==> src/rtl/core/rql_pkg.sv <==
// ----------------------------------------------------------------------------
// rql_pkg
// Shared widths, constants and controller/datapath command and status types
// for the reaction quotient likelihood block.
// ----------------------------------------------------------------------------
`default_nettype none

package rql_pkg;

    localparam int COEFF_W = 5;
    localparam int CONC_W  = 48;
    localparam int KEQ_W   = 32;
    localparam int PROD_W  = 64;
    localparam int OUT_W   = 64;
    localparam int HALF_W  = 32;
    localparam int FRAC_W  = 16;
    localparam int ACC_W   = PROD_W + CONC_W;
    localparam int DIV_STEPS_W = 6;

    localparam logic [PROD_W-1:0] ONE_Q16 = PROD_W'(64'h1_0000);

    typedef struct packed {
        logic       capture;
        logic       load_ops;
        logic       mul_issue;
        logic [1:0] pp_idx;
        logic       write_back;
        logic       div_init;
        logic       div_step;
        logic       finish;
    } rql_cmd_t;

    typedef struct packed {
        logic reps_zero;
        logic last_item;
        logic k_mode;
        logic quot_ovf;
    } rql_status_t;

endpackage : rql_pkg

`default_nettype wire

==> src/rtl/core/rql_in_if.sv <==
// ----------------------------------------------------------------------------
// rql_in_if
// Input channel: one sparse stoichiometry entry per transaction.
// ----------------------------------------------------------------------------
`default_nettype none

interface rql_in_if;
    logic                                valid;
    logic                                ready;
    logic signed [rql_pkg::COEFF_W-1:0]  coefficient;
    logic        [rql_pkg::CONC_W-1:0]   concentration;
    logic        [rql_pkg::KEQ_W-1:0]    equilibrium_constant;
    logic                                last_of_reaction;

    modport source (
        output valid, coefficient, concentration, equilibrium_constant, last_of_reaction,
        input  ready
    );
    modport sink (
        input  valid, coefficient, concentration, equilibrium_constant, last_of_reaction,
        output ready
    );
endinterface : rql_in_if

`default_nettype wire

==> src/rtl/core/rql_out_if.sv <==
// ----------------------------------------------------------------------------
// rql_out_if
// Result channel: one likelihood per reaction per transaction.
// ----------------------------------------------------------------------------
`default_nettype none

interface rql_out_if;
    logic                        valid;
    logic                        ready;
    logic [rql_pkg::OUT_W-1:0]   likelihood;
    logic                        saturated;

    modport source (
        output valid, likelihood, saturated,
        input  ready
    );
    modport sink (
        input  valid, likelihood, saturated,
        output ready
    );
endinterface : rql_out_if

`default_nettype wire

==> src/rtl/core/rql_dp.sv <==
// ----------------------------------------------------------------------------
// rql_dp
// Datapath: entry capture, shared 32x32 multiplier with partial product
// accumulator, saturating product update, restoring divider, result register.
// ----------------------------------------------------------------------------
`default_nettype none

module rql_dp #(
    parameter int MAX_COEFF = 8
) (
    input  wire                                 clk,
    input  wire                                 rst_n,
    input  rql_pkg::rql_cmd_t                   cmd,
    output rql_pkg::rql_status_t                status,
    input  wire signed [rql_pkg::COEFF_W-1:0]   coefficient,
    input  wire        [rql_pkg::CONC_W-1:0]    concentration,
    input  wire        [rql_pkg::KEQ_W-1:0]     equilibrium_constant,
    input  wire                                 last_of_reaction,
    output logic       [rql_pkg::OUT_W-1:0]     likelihood,
    output logic                                saturated
);
    import rql_pkg::*;

    logic [COEFF_W-1:0] reps_reg;
    logic               neg_reg;
    logic               last_reg;
    logic [CONC_W-1:0]  conc_reg;
    logic [KEQ_W-1:0]   k_reg;

    logic [PROD_W-1:0]  rp_reg;
    logic [PROD_W-1:0]  pp_reg;
    logic               overflow_reg;

    logic [PROD_W-1:0]  a_reg;
    logic [CONC_W-1:0]  b_reg;
    logic [PROD_W-1:0]  div_reg;
    logic               k_mode_reg;

    logic [2*HALF_W-1:0] part_reg;
    logic [1:0]          part_idx_reg;
    logic                part_valid_reg;
    logic [ACC_W-1:0]    acc_reg;

    logic [PROD_W-1:0]  rem_reg;
    logic [PROD_W-1:0]  lo_reg;
    logic [OUT_W-1:0]   q_reg;
    logic               qsat_reg;

    logic [OUT_W-1:0]   likelihood_reg;
    logic               saturated_reg;

    logic [COEFF_W-1:0] mag;
    logic [COEFF_W-1:0] reps_init;
    logic [HALF_W-1:0]  a_half;
    logic [HALF_W-1:0]  b_half;
    logic [ACC_W-1:0]   part_shifted;
    logic               mul_sat;
    logic [PROD_W-1:0]  mul_val;
    logic [PROD_W-1:0]  num_hi;
    logic [PROD_W:0]    rem_sh;
    logic               sub_ok;

    function automatic logic [PROD_W-1:0] clamp_one(input logic [PROD_W-1:0] v);
        return (v < ONE_Q16) ? ONE_Q16 : v;
    endfunction

    // entry decode
    always_comb
    begin
        mag       = coefficient[COEFF_W-1] ? COEFF_W'(-coefficient) : COEFF_W'(coefficient);
        reps_init = (int'(mag) > MAX_COEFF) ? COEFF_W'(MAX_COEFF) : mag;
    end

    // partial product selection
    always_comb
    begin
        a_half = cmd.pp_idx[1] ? a_reg[PROD_W-1:HALF_W] : a_reg[HALF_W-1:0];
        b_half = cmd.pp_idx[0] ? HALF_W'(b_reg[CONC_W-1:HALF_W]) : b_reg[HALF_W-1:0];
    end

    always_comb
    begin
        case (part_idx_reg) inside
            2'd0:       part_shifted = ACC_W'(part_reg);
            2'd1, 2'd2: part_shifted = ACC_W'(part_reg) << HALF_W;
            default:    part_shifted = ACC_W'(part_reg) << (2 * HALF_W);
        endcase
    end

    // Q48.16 truncation with saturation
    always_comb
    begin
        mul_sat = |acc_reg[ACC_W-1:PROD_W+FRAC_W];
        mul_val = mul_sat ? {PROD_W{1'b1}} : acc_reg[PROD_W+FRAC_W-1:FRAC_W];
        num_hi  = acc_reg[ACC_W-1:ACC_W-PROD_W];
    end

    // one restoring division step
    always_comb
    begin
        rem_sh = {rem_reg, lo_reg[PROD_W-1]};
        sub_ok = rem_sh[PROD_W] || (rem_sh[PROD_W-1:0] >= div_reg);
    end

    always_ff @(posedge clk or negedge rst_n)
    begin
        if (!rst_n)
        begin
            rp_reg         <= ONE_Q16;
            pp_reg         <= ONE_Q16;
            overflow_reg   <= 1'b0;
            k_mode_reg     <= 1'b0;
            part_valid_reg <= 1'b0;
        end
        else
        begin
            part_valid_reg <= cmd.mul_issue;
            if (cmd.load_ops)
            begin
                k_mode_reg <= (reps_reg == '0);
            end
            if (cmd.write_back)
            begin
                if (neg_reg)
                begin
                    rp_reg <= mul_val;
                end
                else
                begin
                    pp_reg <= mul_val;
                end
                overflow_reg <= overflow_reg | mul_sat;
            end
            if (cmd.finish)
            begin
                rp_reg       <= ONE_Q16;
                pp_reg       <= ONE_Q16;
                overflow_reg <= 1'b0;
            end
        end
    end

    always_ff @(posedge clk)
    begin
        if (cmd.capture)
        begin
            reps_reg <= reps_init;
            neg_reg  <= coefficient[COEFF_W-1];
            last_reg <= last_of_reaction;
            conc_reg <= concentration;
            k_reg    <= equilibrium_constant;
        end
        if (cmd.write_back)
        begin
            reps_reg <= reps_reg - COEFF_W'(1);
        end
        if (cmd.load_ops)
        begin
            acc_reg <= '0;
            if (reps_reg == '0)
            begin
                a_reg   <= clamp_one(rp_reg);
                b_reg   <= CONC_W'(k_reg);
                div_reg <= clamp_one(pp_reg);
            end
            else
            begin
                a_reg <= neg_reg ? rp_reg : pp_reg;
                b_reg <= conc_reg;
            end
        end
        else if (part_valid_reg)
        begin
            acc_reg <= acc_reg + part_shifted;
        end
        if (cmd.mul_issue)
        begin
            part_reg     <= a_half * b_half;
            part_idx_reg <= cmd.pp_idx;
        end
        if (cmd.div_init)
        begin
            rem_reg  <= num_hi;
            lo_reg   <= {acc_reg[ACC_W-PROD_W-1:0], FRAC_W'(0)};
            q_reg    <= (num_hi >= div_reg) ? {OUT_W{1'b1}} : '0;
            qsat_reg <= (num_hi >= div_reg);
        end
        if (cmd.div_step)
        begin
            lo_reg <= {lo_reg[PROD_W-2:0], 1'b0};
            q_reg  <= {q_reg[OUT_W-2:0], sub_ok};
            rem_reg <= sub_ok ? (rem_sh[PROD_W-1:0] - div_reg) : rem_sh[PROD_W-1:0];
        end
        if (cmd.finish)
        begin
            likelihood_reg <= q_reg;
            saturated_reg  <= overflow_reg | qsat_reg;
        end
    end

    assign status.reps_zero = (reps_reg == '0);
    assign status.last_item = last_reg;
    assign status.k_mode    = k_mode_reg;
    assign status.quot_ovf  = (num_hi >= div_reg);

    assign likelihood = likelihood_reg;
    assign saturated  = saturated_reg;

endmodule : rql_dp

`default_nettype wire

==> src/rtl/core/rql_ctrl.sv <==
// ----------------------------------------------------------------------------
// rql_ctrl
// Controller: sequences power steps, the constant multiply, the divider and
// the result register handshake.
// ----------------------------------------------------------------------------
`default_nettype none

module rql_ctrl (
    input  wire                     clk,
    input  wire                     rst_n,
    input  wire                     in_valid,
    output logic                    in_ready,
    output logic                    out_valid,
    input  wire                     out_ready,
    input  rql_pkg::rql_status_t    status,
    output rql_pkg::rql_cmd_t       cmd
);
    import rql_pkg::*;

    localparam logic [2:0] S_IDLE     = 3'd0;
    localparam logic [2:0] S_CHECK    = 3'd1;
    localparam logic [2:0] S_MUL      = 3'd2;
    localparam logic [2:0] S_MUL_END  = 3'd3;
    localparam logic [2:0] S_WB       = 3'd4;
    localparam logic [2:0] S_DIV_INIT = 3'd5;
    localparam logic [2:0] S_DIV      = 3'd6;
    localparam logic [2:0] S_DONE     = 3'd7;

    localparam logic [1:0] PP_LAST = 2'd3;
    localparam logic [DIV_STEPS_W-1:0] DIV_LAST = {DIV_STEPS_W{1'b1}};

    logic [2:0]             state_reg, state_next;
    logic [1:0]             pp_idx_reg, pp_idx_next;
    logic [DIV_STEPS_W-1:0] div_cnt_reg, div_cnt_next;
    logic                   out_valid_reg, out_valid_next;

    always_comb
    begin
        state_next   = state_reg;
        pp_idx_next  = pp_idx_reg;
        div_cnt_next = div_cnt_reg;
        cmd          = '0;
        in_ready     = 1'b0;
        unique case (state_reg)
            S_IDLE:
            begin
                in_ready = 1'b1;
                if (in_valid)
                begin
                    cmd.capture = 1'b1;
                    state_next  = S_CHECK;
                end
            end
            S_CHECK:
            begin
                if (!status.reps_zero || status.last_item)
                begin
                    cmd.load_ops = 1'b1;
                    pp_idx_next  = '0;
                    state_next   = S_MUL;
                end
                else
                begin
                    state_next = S_IDLE;
                end
            end
            S_MUL:
            begin
                cmd.mul_issue = 1'b1;
                cmd.pp_idx    = pp_idx_reg;
                pp_idx_next   = pp_idx_reg + 2'd1;
                if (pp_idx_reg == PP_LAST)
                begin
                    state_next = S_MUL_END;
                end
            end
            S_MUL_END:
            begin
                state_next = status.k_mode ? S_DIV_INIT : S_WB;
            end
            S_WB:
            begin
                cmd.write_back = 1'b1;
                state_next     = S_CHECK;
            end
            S_DIV_INIT:
            begin
                cmd.div_init = 1'b1;
                div_cnt_next = '0;
                state_next   = status.quot_ovf ? S_DONE : S_DIV;
            end
            S_DIV:
            begin
                cmd.div_step = 1'b1;
                div_cnt_next = div_cnt_reg + DIV_STEPS_W'(1);
                if (div_cnt_reg == DIV_LAST)
                begin
                    state_next = S_DONE;
                end
            end
            S_DONE:
            begin
                if (!out_valid_reg || out_ready)
                begin
                    cmd.finish = 1'b1;
                    state_next = S_IDLE;
                end
            end
            default:
            begin
                state_next = S_IDLE;
            end
        endcase
    end

    always_comb
    begin
        if (cmd.finish)
        begin
            out_valid_next = 1'b1;
        end
        else if (out_ready)
        begin
            out_valid_next = 1'b0;
        end
        else
        begin
            out_valid_next = out_valid_reg;
        end
    end

    always_ff @(posedge clk or negedge rst_n)
    begin
        if (!rst_n)
        begin
            state_reg     <= S_IDLE;
            pp_idx_reg    <= '0;
            div_cnt_reg   <= '0;
            out_valid_reg <= 1'b0;
        end
        else
        begin
            state_reg     <= state_next;
            pp_idx_reg    <= pp_idx_next;
            div_cnt_reg   <= div_cnt_next;
            out_valid_reg <= out_valid_next;
        end
    end

    assign out_valid = out_valid_reg;

endmodule : rql_ctrl

`default_nettype wire

==> src/rtl/core/reaction_quotient_likelihood_top.sv <==
// ----------------------------------------------------------------------------
// reaction_quotient_likelihood_top
// An entry with |coefficient| = n (clamped to MAX_COEFF) takes n power steps:
// each power step is a check, four passes of one shared 32x32 multiplier, a drain
// and a write back. A last entry adds the constant multiply, divider setup,
// the one-bit-per-cycle divider for the 64-bit quotient (skipped when the quotient
// saturates) and the result load, which waits while an earlier result is held.
// One entry at a time; a result waits in the output register while the next
// entry is taken. Reset: idle, both products at 1.0, no result pending.
// ----------------------------------------------------------------------------
`default_nettype none

module reaction_quotient_likelihood_top #(
    parameter int MAX_COEFF = 8
) (
    input  wire         clk,
    input  wire         rst_n,
    rql_in_if.sink      item_in,
    rql_out_if.source   result_out
);
    import rql_pkg::*;

    rql_cmd_t    cmd;
    rql_status_t status;

    rql_ctrl u_ctrl (
        .clk       (clk),
        .rst_n     (rst_n),
        .in_valid  (item_in.valid),
        .in_ready  (item_in.ready),
        .out_valid (result_out.valid),
        .out_ready (result_out.ready),
        .status    (status),
        .cmd       (cmd)
    );

    rql_dp #(
        .MAX_COEFF (MAX_COEFF)
    ) u_dp (
        .clk                  (clk),
        .rst_n                (rst_n),
        .cmd                  (cmd),
        .status               (status),
        .coefficient          (item_in.coefficient),
        .concentration        (item_in.concentration),
        .equilibrium_constant (item_in.equilibrium_constant),
        .last_of_reaction     (item_in.last_of_reaction),
        .likelihood           (result_out.likelihood),
        .saturated            (result_out.saturated)
    );

    // capture only on an accepted transaction
    a_capture_on_accept: assert property (@(posedge clk) disable iff (!rst_n)
        cmd.capture == (item_in.valid && item_in.ready))
        else $error("entry capture without accepted transaction");

    // result register never overwritten while held
    a_no_overwrite: assert property (@(posedge clk) disable iff (!rst_n)
        cmd.finish |-> !(result_out.valid && !result_out.ready))
        else $error("result overwritten while pending");

    a_finish_shows: assert property (@(posedge clk) disable iff (!rst_n)
        cmd.finish |=> result_out.valid)
        else $error("finished result not presented");

    // zero coefficient, not last: back to ready after the check state
    a_zero_entry_quick: assert property (@(posedge clk) disable iff (!rst_n)
        (item_in.valid && item_in.ready && (item_in.coefficient == '0)
            && !item_in.last_of_reaction) |=> ##1 item_in.ready)
        else $error("empty entry did not return to idle");

endmodule : reaction_quotient_likelihood_top

`default_nettype wire
==> src/flat_wrapper.sv <==
// flat-port wrapper written by rule: the top's interface ports become plain ports
module reaction_quotient_likelihood_top_flat import rql_pkg::*;
#(
    parameter int MAX_COEFF = 8
)
  (clk, rst_n, item_in_valid, item_in_coefficient, item_in_concentration, item_in_equilibrium_constant, item_in_last_of_reaction, item_in_ready, result_out_valid, result_out_likelihood, result_out_saturated, result_out_ready);
  rql_in_if item_in_i ();
  rql_out_if result_out_i ();
  input  wire clk;
  input  wire rst_n;
  input wire logic [$bits(item_in_i.valid)-1:0] item_in_valid;
  input wire logic [$bits(item_in_i.coefficient)-1:0] item_in_coefficient;
  input wire logic [$bits(item_in_i.concentration)-1:0] item_in_concentration;
  input wire logic [$bits(item_in_i.equilibrium_constant)-1:0] item_in_equilibrium_constant;
  input wire logic [$bits(item_in_i.last_of_reaction)-1:0] item_in_last_of_reaction;
  output wire logic [$bits(item_in_i.ready)-1:0] item_in_ready;
  output wire logic [$bits(result_out_i.valid)-1:0] result_out_valid;
  output wire logic [$bits(result_out_i.likelihood)-1:0] result_out_likelihood;
  output wire logic [$bits(result_out_i.saturated)-1:0] result_out_saturated;
  input wire logic [$bits(result_out_i.ready)-1:0] result_out_ready;
  assign item_in_i.valid = item_in_valid;
  assign item_in_i.coefficient = item_in_coefficient;
  assign item_in_i.concentration = item_in_concentration;
  assign item_in_i.equilibrium_constant = item_in_equilibrium_constant;
  assign item_in_i.last_of_reaction = item_in_last_of_reaction;
  assign item_in_ready = item_in_i.ready;
  assign result_out_valid = result_out_i.valid;
  assign result_out_likelihood = result_out_i.likelihood;
  assign result_out_saturated = result_out_i.saturated;
  assign result_out_i.ready = result_out_ready;
  reaction_quotient_likelihood_top #(.MAX_COEFF(MAX_COEFF)) u_core (.clk(clk), .rst_n(rst_n), .item_in(item_in_i), .result_out(result_out_i));
endmodule
==> config.mk <==
export PLATFORM = sky130hd
export DESIGN_NAME = reaction_quotient_likelihood_top_flat
export DESIGN_NICKNAME = d
export VERILOG_FILES = /design/src/rtl/core/rql_pkg.sv /design/src/rtl/core/rql_in_if.sv /design/src/rtl/core/rql_out_if.sv /design/src/rtl/core/rql_dp.sv /design/src/rtl/core/rql_ctrl.sv /design/src/rtl/core/reaction_quotient_likelihood_top.sv /design/src/flat_wrapper.sv
export SDC_FILE = /design/constraint.sdc
export NUM_CORES = 2
export LEC_CHECK = 0
export ABC_AREA = 1
export BUFFER_PORTS_ARGS = -buffer_cell sky130_fd_sc_hd__buf_2
export CORE_ASPECT_RATIO = 1.2
export CORE_MARGIN = 2
export CORE_UTILIZATION = 35
export DETAILED_ROUTE_END_ITERATION = 8
export PLACE_DENSITY_LB_ADDON = 0.25
export SKIP_CTS_REPAIR_TIMING = 1
export SYNTH_ARGS = -nofsm -noshare
export SYNTH_HDL_FRONTEND = slang
export SYNTH_HIERARCHICAL = 1
export SYNTH_SLANG_ARGS = --single-unit
==> constraint.sdc <==
create_clock -name clk -period 7.8 [get_ports clk]
set_clock_uncertainty 0.1 [all_clocks]
set_input_delay 0 -clock clk [delete_from_list [all_inputs] [get_ports clk]]
set_output_delay 0 -clock clk [all_outputs]
set_load 0.1 [all_outputs]
; After elaboration in Yosys (flattened, before gate mapping)
; Cells that the tools add are included.
[totals]
output_inout_bits = 67
word_cells = 134
input_bits = 90
register_bits = 826
[classes]
reduce_logical = 22
addsub = 6
multipliers = 1
order_cmp = 5
n_eq_ne = 17
bitwise = 2
muxes = 53
[ops]
columns = operator, n
row1 = $mux 64, 18
row2 = $mux 112, 2
row3 = $ge 64x64->1, 2
row4 = $lt 64x17->1 const B, 2
row5 = $add 112x112->112, 1
row6 = $mux 32, 3
row7 = $mul 32x32->64, 1
row8 = $sub 64x64->64, 1
row9 = $reduce_or 32->1, 1
row10 = $pmux 3 s8, 1
row11 = $mux 5, 4
row12 = $mux 1, 16
row13 = $mux 3, 5
row14 = $reduce_bool 2->1, 7
row15 = $eq 3x3->1 const B, 4
row16 = $pmux 6 s2, 1
row17 = $ne 2x2->1 const B, 5
row18 = $reduce_and 2->1, 4
row19 = $add 6x1->6 const B, 1
row20 = $eq 3x2->1 const B, 2
row21 = $eq 6x6->1 const B, 1
row22 = $gt 5x4->1 const B, 1
row23 = $logic_not 5->1, 1
row24 = $neg 5->5, 1
row25 = 15 further kinds, 21

; Logic depth before layout (Yosys ltp)
[logic_depth]
word_depth = 6
depth_mapped = 40
depth_no_buf = 37

; By module
; Netlist, hierarchy kept.
[modules_own_cells]
columns = mod, area_per_inst_um2, cells_each, n_inst
row1 = rql_dp, 84925.2, 11372, 1
row2 = rql_ctrl, 748.2, 102, 1

; Least setup slack after synthesis
; Ideal clock, no wire load.
[synth_timing]
kind = flip-flop to flip-flop
startpoint = register u_core.u_ctrl.state_reg[1]
endpoint = register u_core.u_dp.part_reg[63], data pin
synth_period_minus_slack_ns = 7.927
t_arrival_ns = 7.575
slack_ns = -0.127
stages_incl_launch_ff = 35
path_buffers = 3
cell_sequence = dfrtp_1 -> inv_1 -> nor2_1 -> nand2_1 -> nor2_1 -> buf_2 -> inv_1 -> clkbuf_1 -> or2_2 -> o21ai_1 -> clkbuf_1 -> nor2_1 -> fa_1 -> fa_1 -> fa_1 -> inv_1 -> fa_1 -> inv_1 -> fa_1 -> inv_1 -> fa_1 -> inv_1 -> fa_1 -> fa_1 -> ha_1 -> nand2_1 -> nor2_1 -> inv_1 -> nor3_1 -> and3_1 -> a21oi_1 -> o21ai_2 -> nand2_1 -> nand3_1 -> nand2_1
[synth_rtl]
columns = element, line_no
row1 = start: declaration, rql_ctrl.sv:32  ; logic [2:0] state_reg, state_next;
row2 = start signal: assignment, rql_ctrl.sv:143  ; state_reg <= state_next;
row3 = end signal: assignment, rql_dp.sv:178  ; part_reg <= a_half * b_half;
row4 = end: declaration, rql_dp.sv:39  ; logic [2*HALF_W-1:0] part_reg;

==> flow_summary.ini <==
[place]
place_congestion = 1.05
place_ws_ns = -0.847
io_buffers = 156
dpl_cell_area_um2 = 95700
dpl.hpwl_mm = 304

[clocking]
insertion_delay_ns = 0.81
cts_tree = yes
cts_sinks = 826
clockRootBuffer = clkbuf_16
cts_buffer_depth = 3
clkTransAtPathRegs_ns = 0.06
cts_buffers = 96
h-tree-depth = 3

[route]
drt_iter0_drc = 6261
met2WireLength_mm = 176
wl_met1_mm = 136
vias = 77600
route.met3.wl_mm = 18.8
route.detailed.drc = 0
dr.pass1.iters = 8
routed_wirelength_mm = 367
wire_per_inst_um = 23.5
ant_nets = 0
maxUsedRoutingLayer = met5
viasPerCell = 4.97

[logic_synthesis]
synth_edf_count = 571
synth-warning-count = 6
synth_commonest_cells = nand2_1, inv_1, nor2_1
synth_top_cell_by_area = fa_1
yosysSeqAreaShare = 0.268
async_flop_share = 0.173
synthFlopType = edfxtp_1
ys_types = 55
synth_fp_nets = 13000
synth-seq-cells = 826
yosysMostFrequentCell = nand2_1
synth.cell_area_um2 = 85700
yosys-top-cells-area = fa_1, edfxtp_1, nand2_1
syn_avg_cell_area_um2 = 7.47
synth_top_area_share = 0.210
netlist_instances = 11500

[global_route]
grt_usage = 0.285
grt_max_degree = 126
overflow = 0
grt_antenna_before_repair = 6
first_global_vias = 76300
grt_pass1_wl_mm = 515

[timing]
max_freq_mhz = 122
fin_ws_ns = -0.408
setup_viol = 44
hold_violations = 0
slew_viol_final = 0
timing.slew.headroom = 0.147
rsz0062_at_grt = yes
min_period_ns = 8.21
worst_pin_slew_ns = 1.27
fin_crit_sh = 1.05

[finish]
syn_to_final_growth_pct = 21.2
finalInstanceArea_um2 = 104000
largest_reg_flops = 112
drive_gt1_frac = 0.128
fin_nets = 13800

[die]
core_um2 = 243000
fp.dieH_um = 546
start_util = 0.353
ios = 157
fp.dieW_um = 456
row_count = 198
die_area_um2 = 249000

[setup_path]
end_kind = flip-flop
cp_slowest_stage_delay_ns = 0.62
r2r_slack_ns = -0.41
critical_path.startpoint_type = flip-flop
crit_path_top_delay_cell = fa_2
worst-endpoint-required_ns = 8.25
path_common_cell = fa_1
worst_ep_arrival_time_ns = 8.66
crit_type = flip-flop to flip-flop
path_max_fanout = 8

[flow_run]
drv_cap = 0

[outcome]
status = finished, violations left
violations = negative setup slack

[worst_hold_path]
hp-class = input pin to flip-flop
==> layout make-up <==
type                            instances  area [µm²]
Antenna cell                            5        12.5
Clock buffer                          122        2640
Clock inverter                         59         793
Fill cell                           24900      139000
Inverter                             2491        9420
Multi-Input combinational cell       7758       53600
Sequential cell                       826       23000
Tap cell                             3200        4000
Timing Repair Buffer                 1161       10400
==> final timing paths <==
check | start | to | depth (start not counted)
worst max-delay path | u_core/u_ctrl/state_reg[1]$_DFFE_PN0P_ | u_core/u_dp/part_reg[60]$_DFFE_PP_ | 31
worst min-delay path | result_out_ready | u_core/u_ctrl/state_reg[0]$_DFFE_PN0P_ | 5
worst max register to register | u_core/u_ctrl/state_reg[1]$_DFFE_PN0P_ | u_core/u_dp/part_reg[60]$_DFFE_PP_ | 31
worst min register to register | u_core/u_dp/q_reg[45]$_DFFE_PP_ | u_core/u_dp/likelihood[45]$_DFFE_PP_ | 0
max in group asynchronous | rst_n | u_core/u_dp/pp_reg[53]$_DFFE_PN0P_ | 5
min in group asynchronous | rst_n | u_core/u_ctrl/out_valid$_DFFE_PN0P_ | 4
==> placed cells by master, fill, tap and decap left out, types with 18 or more instances in the layout <==
| master | Yosys | routed |
|---|---|---|
| edfxtp_1 | 571 | 571 |
| fa_1 | 898 | 837 |
| dfxtp_1 | 112 | 112 |
| nor2_2 | 9 | 50 |
| nor3_1 | 42 | 34 |
| nand2_1 | 3130 | 3086 |
| nor4_1 | 38 | 33 |
| inv_1 | 2460 | 2416 |
| buf_4 | 6 | 670 |
| dlygate4sd3_1 | 0 | 178 |
| nand4_1 | 61 | 61 |
| xnor2_1 | 46 | 45 |
| clkinv_1 | 24 | 24 |
| o21ai_0 | 516 | 477 |
| nand3_1 | 383 | 374 |
| fa_2 | 0 | 61 |
| ha_1 | 508 | 469 |
| clkbuf_16 | 0 | 105 |
| ha_4 | 0 | 32 |
| o21ai_1 | 59 | 44 |
| xor2_1 | 91 | 89 |
| buf_12 | 0 | 98 |
| inv_2 | 7 | 43 |
| nand2_2 | 7 | 36 |
| a21oi_2 | 3 | 28 |
| a21o_1 | 18 | 18 |
| dfrtp_1 | 141 | 140 |
| o21ai_2 | 5 | 37 |
| a21oi_1 | 468 | 432 |
| o21ai_4 | 0 | 22 |
| nand3b_1 | 34 | 34 |
| buf_2 | 26 | 155 |
| nor2_1 | 1300 | 1237 |
| nor2_4 | 2 | 24 |
| clkinvlp_4 | 0 | 21 |
| buf_6 | 7 | 46 |
==> logic make-up after synthesis <==
logic type / synth area share
and+or+nand+nor: 0.234
xor gates and xnor gates: 0.0140
AOI/OAI and AO/OA: 0.0718
adders and majority gates: 0.284
buffers and inverters: 0.128
DFF: 0.268
==> critical path: cells and delay by family (launching register included) <==
kind	cells	cell delay (ns)
buffers and inverters	9	1.48
AOI/OAI and AO/OA	6	1.30
DFF	1	0.38
and+or+nand+nor	7	0.43
adders and majority gates	9	4.29
==> metal layers <==
layer  up-vias  GRT usage
met5         -          0
met4         2      0.225
met3       934     0.0339
met2      2800      0.488
met1     37200      0.321
li1      36600          -
==> per-stage QoR <==
step	setup TNS (ns)	util	instances	hold slack (ns)
2_1_floorplan	-0.00397	-	11500	-0.396
3_3_place_gp	-28.82	0.394	15200	-0.162
3_5_place_dp	-30.53	0.394	15200	-0.160
4_1_cts	-30.90	0.408	15400	-1.02
5_1_grt	-21.12	0.427	15600	0.158
6_report	-11.14	0.427	15600	0.0995
Power is left out: the tool's default activity adds up to more than one toggle a clock period on the data nets, which glitch-free logic cannot reach.
